### src/rtl/tplru_pkg.sv
// Package: widths, types and tree pseudo-LRU helper functions for the set replacement block.
`default_nettype none

package tplru_pkg;

   localparam int Ways     = 8;
   localparam int TagBits  = 32;
   localparam int WayBits  = $clog2(Ways);
   localparam int Levels   = $clog2(Ways + 1) - 1;
   localparam int TreeBits = Ways - 1;

   typedef logic [TagBits-1:0]              tag_type;
   typedef logic [WayBits-1:0]              way_type;
   typedef logic [Levels-1:0]               out_way_type;
   typedef logic [TreeBits-1:0]             tree_type;
   typedef logic [Ways-1:0]                 valid_type;
   typedef logic [Ways-1:0][TagBits-1:0]    row_type;

   typedef struct packed {
      way_type  way;
      tree_type tree;
   } victim_type;

   typedef struct packed {
      logic     hit;
      way_type  way;
      logic     evict_valid;
      tag_type  evict_tag;
      logic     write;
      row_type  row;
      valid_type valid;
      tree_type tree;
   } decision_type;

   function automatic tree_type touch_path(input tree_type bits_in, input way_type way);
      tree_type b;
      int       look;
      logic     right;
      logic     stop;
      b    = bits_in;
      look = 0;
      stop = 1'b0;
      for (int i = 0; i < Levels; i++) begin
         right = way[Levels-1-i];
         if (look >= TreeBits) stop = 1'b1;
         if (!stop) begin
            if (right) begin
               b[look] = 1'b0;
               look    = look + (Ways >> (i + 1));
            end else begin
               b[look] = 1'b1;
               look    = look + 1;
            end
         end
      end
      return b;
   endfunction

   function automatic victim_type walk_victim(input tree_type bits_in);
      victim_type res;
      tree_type   b;
      int         look;
      int         v;
      logic       bit_now;
      b    = bits_in;
      look = 0;
      v    = 0;
      for (int i = 0; i < Levels; i++) begin
         bit_now = 1'b0;
         if (look < TreeBits) begin
            bit_now = b[look];
            b[look] = ~b[look];
         end
         v    = (v << 1) | int'(bit_now);
         look = look + (bit_now ? (Ways >> (i + 1)) : 1);
      end
      if (v >= Ways) v = Ways - 1;
      res.way  = WayBits'(v);
      res.tree = b;
      return res;
   endfunction

endpackage

`default_nettype wire

### src/rtl/tplru_if.sv
// Interfaces: request and response channels of the set replacement block.
`default_nettype none

interface tplru_req_if;
   logic                      valid;
   logic                      ready;
   logic [tplru_pkg::TagBits-1:0] tag;

   modport source (output valid, output tag, input ready);
   modport sink   (input valid, input tag, output ready);
endinterface

interface tplru_rsp_if;
   logic                         valid;
   logic                         ready;
   logic                         hit;
   logic [tplru_pkg::Levels-1:0] way;
   logic                         evicted_valid;
   logic [tplru_pkg::TagBits-1:0] evicted_tag;

   modport source (output valid, output hit, output way, output evicted_valid,
                   output evicted_tag, input ready);
   modport sink   (input valid, input hit, input way, input evicted_valid,
                   input evicted_tag, output ready);
endinterface

`default_nettype wire

### src/rtl/tree_plru_set_replacement.sv
// Top level: one cache set with tree pseudo-LRU replacement over a tag memory.
//
//   channel   direction  word                                        handshake
//   req_chan  in         tag                                         valid/ready
//   rsp_chan  out        hit, way, evicted_valid, evicted_tag        valid/ready
//
// Each word is accepted in IDLE, then compared and updated in LOOK against the
// tag row read from the registered tag memory; no new word is accepted until LOOK
// commits. Reset empties every way and clears the tree; no clearing pass.
// A stalled response register holds the update until it can be loaded.
`default_nettype none

module tree_plru_set_replacement (
   input  wire                clock,
   input  wire                reset,
   tplru_req_if.sink          req_chan,
   tplru_rsp_if.source        rsp_chan
);

   typedef enum logic {
      IDLE,
      LOOK
   } state_type;

   state_type                state_ff;
   tplru_pkg::tag_type       tag_ff;
   tplru_pkg::valid_type     valid_ff;
   tplru_pkg::tree_type      tree_ff;
   logic                     rsp_valid_ff;
   logic                     hit_ff;
   tplru_pkg::out_way_type   way_ff;
   logic                     evict_valid_ff;
   tplru_pkg::tag_type       evict_tag_ff;

   tplru_pkg::row_type       rd_row;
   tplru_pkg::decision_type  dec;
   logic                     commit;

   tplru_tag_store u_store (
      .clock  (clock),
      .wr_en  (commit && dec.write),
      .wr_row (dec.row),
      .rd_row (rd_row)
   );

   tplru_decide u_decide (
      .tag   (tag_ff),
      .row   (rd_row),
      .valid (valid_ff),
      .tree  (tree_ff),
      .dec   (dec)
   );

   assign commit         = (state_ff == LOOK) && (!rsp_valid_ff || rsp_chan.ready);
   assign req_chan.ready = (state_ff == IDLE);

   always_ff @(posedge clock) begin
      if (reset) begin
         state_ff     <= IDLE;
         valid_ff     <= '0;
         tree_ff      <= '0;
         rsp_valid_ff <= 1'b0;
      end else begin
         if (commit) begin
            rsp_valid_ff <= 1'b1;
         end else if (rsp_chan.ready) begin
            rsp_valid_ff <= 1'b0;
         end
         unique case (state_ff)
            IDLE: begin
               if (req_chan.valid) begin
                  tag_ff   <= req_chan.tag;
                  state_ff <= LOOK;
               end
            end
            LOOK: begin
               if (commit) begin
                  valid_ff       <= dec.valid;
                  tree_ff        <= dec.tree;
                  hit_ff         <= dec.hit;
                  way_ff         <= dec.way[tplru_pkg::Levels-1:0];
                  evict_valid_ff <= dec.evict_valid;
                  evict_tag_ff   <= dec.evict_tag;
                  state_ff       <= IDLE;
               end
            end
            default: begin
               state_ff <= IDLE;
            end
         endcase
      end
   end

   assign rsp_chan.valid         = rsp_valid_ff;
   assign rsp_chan.hit           = hit_ff;
   assign rsp_chan.way           = way_ff;
   assign rsp_chan.evicted_valid = evict_valid_ff;
   assign rsp_chan.evicted_tag   = evict_tag_ff;

endmodule

`default_nettype wire

### src/rtl/tplru_tag_store.sv
// Tag store: one-row synchronous memory holding the tags of every way.
`default_nettype none

module tplru_tag_store (
   input  wire                 clock,
   input  wire                 wr_en,
   input  tplru_pkg::row_type  wr_row,
   output tplru_pkg::row_type  rd_row
);

   tplru_pkg::row_type mem [1];
   tplru_pkg::row_type rd_row_ff;

   always_ff @(posedge clock) begin
      if (wr_en) begin
         mem[0] <= wr_row;
      end
      rd_row_ff <= mem[0];
   end

   assign rd_row = rd_row_ff;

endmodule

`default_nettype wire

### src/rtl/tplru_decide.sv
// Decision logic: tag compare, hit path touch or victim walk, and next set state.
`default_nettype none

module tplru_decide (
   input  tplru_pkg::tag_type      tag,
   input  tplru_pkg::row_type      row,
   input  tplru_pkg::valid_type    valid,
   input  tplru_pkg::tree_type     tree,
   output tplru_pkg::decision_type dec
);

   logic                   hit;
   tplru_pkg::way_type     hit_way;
   tplru_pkg::victim_type  victim;

   always_comb begin
      hit     = 1'b0;
      hit_way = '0;
      for (int i = tplru_pkg::Ways - 1; i >= 0; i--) begin
         if (valid[i] && (row[i] == tag)) begin
            hit     = 1'b1;
            hit_way = tplru_pkg::WayBits'(i);
         end
      end
   end

   assign victim = tplru_pkg::walk_victim(tree);

   always_comb begin
      dec.hit         = hit;
      dec.row         = row;
      dec.valid       = valid;
      dec.evict_valid = 1'b0;
      dec.evict_tag   = '0;
      if (hit) begin
         dec.way   = hit_way;
         dec.write = 1'b0;
         dec.tree  = tplru_pkg::touch_path(tree, hit_way);
      end else begin
         dec.way         = victim.way;
         dec.write       = 1'b1;
         dec.tree        = victim.tree;
         dec.evict_valid = valid[victim.way];
         dec.evict_tag   = valid[victim.way] ? row[victim.way] : '0;
         dec.row[victim.way]   = tag;
         dec.valid[victim.way] = 1'b1;
      end
   end

endmodule

`default_nettype wire

### src/flat_wrapper.sv
// flat-port wrapper written by rule: the top's interface ports become plain ports
module tree_plru_set_replacement_flat 
  (clock, reset, req_chan_valid, req_chan_tag, req_chan_ready, rsp_chan_valid, rsp_chan_hit, rsp_chan_way, rsp_chan_evicted_valid, rsp_chan_evicted_tag, rsp_chan_ready);
  tplru_req_if req_chan_i ();
  tplru_rsp_if rsp_chan_i ();
  input  wire clock;
  input  wire reset;
  input wire logic [$bits(req_chan_i.valid)-1:0] req_chan_valid;
  input wire logic [$bits(req_chan_i.tag)-1:0] req_chan_tag;
  output wire logic [$bits(req_chan_i.ready)-1:0] req_chan_ready;
  output wire logic [$bits(rsp_chan_i.valid)-1:0] rsp_chan_valid;
  output wire logic [$bits(rsp_chan_i.hit)-1:0] rsp_chan_hit;
  output wire logic [$bits(rsp_chan_i.way)-1:0] rsp_chan_way;
  output wire logic [$bits(rsp_chan_i.evicted_valid)-1:0] rsp_chan_evicted_valid;
  output wire logic [$bits(rsp_chan_i.evicted_tag)-1:0] rsp_chan_evicted_tag;
  input wire logic [$bits(rsp_chan_i.ready)-1:0] rsp_chan_ready;
  assign req_chan_i.valid = req_chan_valid;
  assign req_chan_i.tag = req_chan_tag;
  assign req_chan_ready = req_chan_i.ready;
  assign rsp_chan_valid = rsp_chan_i.valid;
  assign rsp_chan_hit = rsp_chan_i.hit;
  assign rsp_chan_way = rsp_chan_i.way;
  assign rsp_chan_evicted_valid = rsp_chan_i.evicted_valid;
  assign rsp_chan_evicted_tag = rsp_chan_i.evicted_tag;
  assign rsp_chan_i.ready = rsp_chan_ready;
  tree_plru_set_replacement u_core (.clock(clock), .reset(reset), .req_chan(req_chan_i), .rsp_chan(rsp_chan_i));
endmodule
### config.mk
export PLATFORM = sky130hd
export DESIGN_NAME = tree_plru_set_replacement_flat
export DESIGN_NICKNAME = d
export VERILOG_FILES = /design/src/rtl/tplru_pkg.sv /design/src/rtl/tplru_if.sv /design/src/rtl/tree_plru_set_replacement.sv /design/src/rtl/tplru_tag_store.sv /design/src/rtl/tplru_decide.sv /design/src/flat_wrapper.sv
export SDC_FILE = /design/constraint.sdc
export NUM_CORES = 1
export LEC_CHECK = 0
export ABC_AREA = 0
export BUFFER_PORTS_ARGS = -buffer_cell sky130_fd_sc_hd__buf_2
export CORE_UTILIZATION = 50
export CTS_CLUSTER_DIAMETER = 120
export DETAILED_ROUTE_END_ITERATION = 8
export PLACE_DENSITY_LB_ADDON = 0.25
export SYNTH_ARGS = -nofsm -noshare
export SYNTH_HDL_FRONTEND = slang
export SYNTH_SLANG_ARGS = --single-unit
export TNS_END_PERCENT = 20
### constraint.sdc
create_clock -name clock -period 24.3 [get_ports clock]
set_input_delay 2.43 -clock clock [delete_from_list [all_inputs] [get_ports clock]]
set_output_delay 2.43 -clock clock [all_outputs]
set_load 0.05 [all_outputs]
Word level (Yosys, flattened, before mapping)
Memory sizes are Yosys's and may differ from the RTL's. A register that Yosys moved wholly into a read port is not among the register bits.
Index checks and enable logic that the tools add are counted.
{"block": "totals", "regBits": 86, "ram_bits": 256, "inputBits": 36, "out_inout_bits": 39, "memories": 1}
{"block": "classes", "n_addsub": 3, "n_lt_le_gt_ge": 15, "n_eq_ne": 8, "muxes": 75, "bitwise_logic": 16, "reduce_logical": 23}
{"name": "u_core.u_store.mem", "depth": 1, "word_bits": 256, "rd": 1, "rd_ports_with_merged_regs": 1, "write_ports": 1, "line": "tplru_tag_store.sv:11", "source": "tplru_pkg::row_type mem [1];"}
{"op": "$mux W264", "count": 1}
{"op": "$bwmux W256", "count": 1}
{"op": "$eq A32 B32 Y1", "count": 8}
{"op": "$mux W32", "count": 6}
{"op": "$bmux W32 S3", "count": 1}
{"op": "$demux W32 S3", "count": 1}
{"op": "$ge A32 B1 Y1 const B", "count": 2}
{"op": "$ge A32 B4 Y1 const B", "count": 2}
{"op": "$lt A32 B5 Y1 const B", "count": 2}
{"op": "$mux W7", "count": 8}
{"op": "$mux W3", "count": 12}
{"op": "$mux W1", "count": 33}
{"op": "$add A32 B2 Y32 const B", "count": 1}
{"op": "$add A32 B3 Y32 const B", "count": 1}
{"op": "$demux W1 S3", "count": 5}
{"op": "$logic_and A1 B1 Y1", "count": 15}
{"op": "$and A7 B7 Y7", "count": 2}
{"op": "$bwmux W7", "count": 2}
{"op": "$not A7 Y7", "count": 2}
{"op": "$or A7 B7 Y7", "count": 2}
{"op": "$bmux W1 S3", "count": 3}
{"op": "$reduce_and A3 Y1", "count": 3}
{"op": "$lt A3 B4 Y1 const B", "count": 2}
{"op": "$or A8 B8 Y8", "count": 1}
{"op": "17 further kinds", "count": 24}

Logic depth before layout (Yosys ltp)
{"block": "depth", "depth_word": 26, "mapped_depth": 13}

By module
Synthesis repeated with hierarchy kept, for this count alone.
{"block": "hier_totals", "cells_unflattened": 1855, "hier_area_um2": 25766.0}
{"mod": "tplru_tag_store", "n_inst": 1, "cells_per_inst": 512, "area_per_inst_um2": 12812.3, "seq_area_each_um2": 12812.3}
{"mod": "tplru_decide", "n_inst": 1, "cells_per_inst": 1195, "area_per_inst_um2": 10105.9, "seq_area_each_um2": 0.0}
{"mod": "tree_plru_set_replacement", "n_inst": 1, "cells_per_inst": 148, "area_per_inst_um2": 2847.7, "seq_area_each_um2": 2412.3}

Worst setup path after synthesis
OpenSTA, ideal clock, no wires.
{"block": "synth_timing", "path_kind": "input to register", "start": "input port rsp_chan_ready", "end": "memory u_core.u_store.mem[0][0] (netlist name) (enable)", "t_arrival_ns": 13.431, "required_time_ns": 23.421, "slack_ns": 9.990, "cell_stages": 4, "n_path_buf": 1, "path_cell_list": "nand2b_1 nand2_1 clkbuf_1 nor2_1"}
{"block": "synth_between", "elab_chain_len": 5}
{"element": "from (decl)", "line": "flat_wrapper.sv:16", "source": "input wire logic [$bits(rsp_chan_i.ready)-1:0] rsp_chan_ready;"}
{"element": "$logic_or A1 B1 Y1", "line": "tree_plru_set_replacement.sv:54", "source": "assign commit = (state_ff == LOOK) && (!rsp_valid_ff || rsp_chan.ready);"}
{"element": "$logic_and A1 B1 Y1", "line": "tree_plru_set_replacement.sv:54"}
{"element": "$logic_and A1 B1 Y1", "line": "tree_plru_set_replacement.sv:41", "source": ".wr_en (commit && dec.write),"}
{"element": "$mux W1", "line": "tplru_tag_store.sv:15", "source": "if (wr_en) begin"}
{"element": "$mux W1 (implied by the code)", "line": "tplru_tag_store.sv:16", "source": "mem[0] <= wr_row;"}
{"element": "to (decl)", "line": "tplru_tag_store.sv:11"}
Every way passes these cells.

Worst setup path in the final report
{"block": "layout_timing", "start": "register u_core.tag_ff[0]", "end": "memory u_core.u_store.mem[0][44] (netlist name) (enable)"}
{"block": "layout_between", "elab_chain_len": 14}
{"element": "from (decl)", "line": "tree_plru_set_replacement.sv:26", "source": "tplru_pkg::tag_type tag_ff;"}
{"element": "from (signal assigned)", "line": "tree_plru_set_replacement.sv:72", "source": "tag_ff <= req_chan.tag;"}
{"element": "$eq A32 B32 Y1", "line": "tplru_decide.sv:20", "source": "if (valid[i] && (row[i] == tag)) begin"}
{"element": "$logic_and A1 B1 Y1", "line": "tplru_decide.sv:20"}
{"element": "$mux W1 (7 in a row)", "line": "tplru_decide.sv:20"}
{"element": "$mux W1 (*)", "line": "tplru_decide.sv:20"}
{"element": "$mux W1 (*)", "line": "tplru_decide.sv:35", "source": "if (hit) begin"}
{"element": "$logic_and A1 B1 Y1 (*)", "line": "tree_plru_set_replacement.sv:41"}
{"element": "$mux W1 (*)", "line": "tplru_tag_store.sv:15"}
{"element": "$mux W1 (implied by the code) (*)", "line": "tplru_tag_store.sv:16"}
Mark *: on every way between the ends. The rest lies on a longest branch, timed or not.

==> metrics.yaml <==
worst_pin_slew_ps: 1090
final_cell_mix: "325 x edfxtp_1, 271 x dfxtp_1, 210 x mux2_2"
grt_pass1_wl_mm: 104
rsz0062_at_grt: "false"
overflow: 0
synth-main-ff-cell: "edfxtp_1"
worstPathMaxFanout: 72
worstSetupPathType: "register to register"
initial_utilization_pct: 50.9
power_density_nw_per_um2: 87.9
dp_hpwl_mm: 50.5
post_cts_buffers: 0
die_h_microns: 226
finalNetCount: 1776
async_reset_ff_share_pct: 0
num_rows: 81
first_global_vias: 14100
endpoint_kind: "register"
dr.pass1.iters: 5
syn_area_per_cell_sq_um: 14.7
track_usage_pct: 29.4
worstSkewPairLatency_ps: 610
start_kind: "register"
status: "finished clean"
cap_violations: 0
postLayoutSetupSlackWorst_ps: 19460
ys_warn_count: 0
total_power_mw: 2.43
totalWireLength_mm: 73.9
utilization_pct: 56.3
maxSlewHeadroom_pct: 27.5
leakagePower_nw: 9.88
cp_data_arrival_time_ps: 5070
cts_buffers: 60
setup_tns_ps: 0
ys_ff_latch: 598
mostFrequentLayoutCell: "edfxtp_1"
synthTopCellsByArea: "edfxtp_1 39%, dfxtp_1 22%, mux2_2 9.5%"
die-area_sq_um: 50900
cts_tree: "yes"
synth-edff-count: 325
critPathRequiredTime_ps: 24520
fp.dieW_microns: 226
path_clk_slew_ps: 60
grt_start_max_net_pins: 79
timing.final.crit_share_pct: 19.9
mappedNetlistArea_sq_um: 25000
drv_slew: 0
post_drt_wl_per_cell_microns: 30.1
timing.final.hold_violations: 0
nFillCells: 3979
syn2layout_area_growth_pct: 10.8
cts_max_level: 2
synth_area_leader_cell: "edfxtp_1"
port_buffers: 74
clockRootBuffer: "clkbuf_16"
setup_violations: 0
synth.yosys.seq_area_share_pct: 60.9
vias: 14800
cts.repair.resized: 0
synth_top_area_share_pct: 39.0
coreArea_sq_um: 49200
drc: 0
min_path_type: "register to register"
place_congestion: 1.06
avgViaCountPerCell: 6.01
place_ws_ps: 19090
cts_sinks: 598
layout-drive-gt1-share_pct: 29.1
initialDrtViolationCount: 1713
antenna_found_initial: 0
synthCells: 1706
peakVddDrop_v: 0.0000724
drtAntennaViolNets: 0
diodes: 0
clockBufferDepth: 3
cts_hold_buf: 0
fin_crit_ps: 4840
num_io_pins: 75
finClkSkew_ps: 15.4
ys_types: 60
fmax_mhz: 206
synth_nets: 1742
## cell type report
cell class	instances	area, sq um	share of cell area (%)
sequential	598	15200	55.0
multi-input combinational	973	9010	32.5
clock buffer	94	1850	6.68
tap	664	831	3.00
timing repair buffer	94	520	1.88
clock inverter	18	203	0.732
inverter	13	48.8	0.176
## final timing paths
kind | startpoint | to | slack [ps] | cells past startpoint
worst max-delay path | u_core.tag_ff[0] | u_core.u_store.mem[0][44] | 19460 | 8
worst min-delay path | u_core.u_store.mem[0][6] | u_core.u_store.rd_row[6] | 330 | 0
worst max register to register | u_core.tag_ff[0] | u_core.u_store.mem[0][44] | 19460 | 8
worst min register to register | u_core.u_store.mem[0][6] | u_core.u_store.rd_row[6] | 330 | 0
## cell usage after synthesis, drive strengths merged, types with 29 or more instances
library cell / number
xnor2: 54
nor4: 89
buf: 93
a21oi: 42
xor2: 202
nand2: 87
dfxtp: 273
edfxtp: 325
nand4: 32
mux4: 65
mux2: 253
clkbuf: 29
## state kept, by name, indices dropped and copies added, names as in the netlist, 3 cells and up, named ones only
signal and cells:
u_core.valid_ff 8, u_core.u_store.rd_row 256, u_core.rsp_chan.evicted_tag 32, u_core.tag_ff 32, u_core.rsp_chan.way 3, u_core.tree_ff 5
u_core.u_store.mem 256
## worst max-delay path, cell delays in order, from the launching register on
cell      delay, ps
edfxtp_1        740
xor2_1          680
or3b_2          240
nor3_1           60
or2_1           310
or3_1           550
nor2_4          170
buf_4           660
buf_4           870
## routing by layer
metal	global-route usage, %	part of all wire [%]	vias up
met5	0	0	-
met4	12.8	4.6	0
met3	4.70	7.2	125
met2	43.8	44	617
met1	42.6	44	7593
li1	-	-	6422
## kinds of logic (layout without fill, tap and decap cells)
group           count (synthesis)  count (layout)  synth area share, %
flops                         598             598                 60.9
buf+inv                       135             219                 3.35
compound gates                 79              79                 1.85
xor+xnor                      256             256                 8.97
simple gates                  316             316                 7.07
mux                           322             322                 17.9
## metrics by stage
stage / hold WS [ps] / area (sq um) / instances
floorplan: 323 / 25000 / 1706
global route: 339 / 27700 / 2454
finish: 334 / 27700 / 2454
CTS: 336 / 27700 / 2454
detailed placement: 327 / 25600 / 2342
global placement: 323 / 25600 / 2342
## power breakdown
group          switching, mW  total, mW  internal [mW]
combinational          0.182      0.291          0.109
sequential            0.0495       1.20           1.15
clock                  0.383      0.946          0.563
Power figures use the tool's default switching activity.
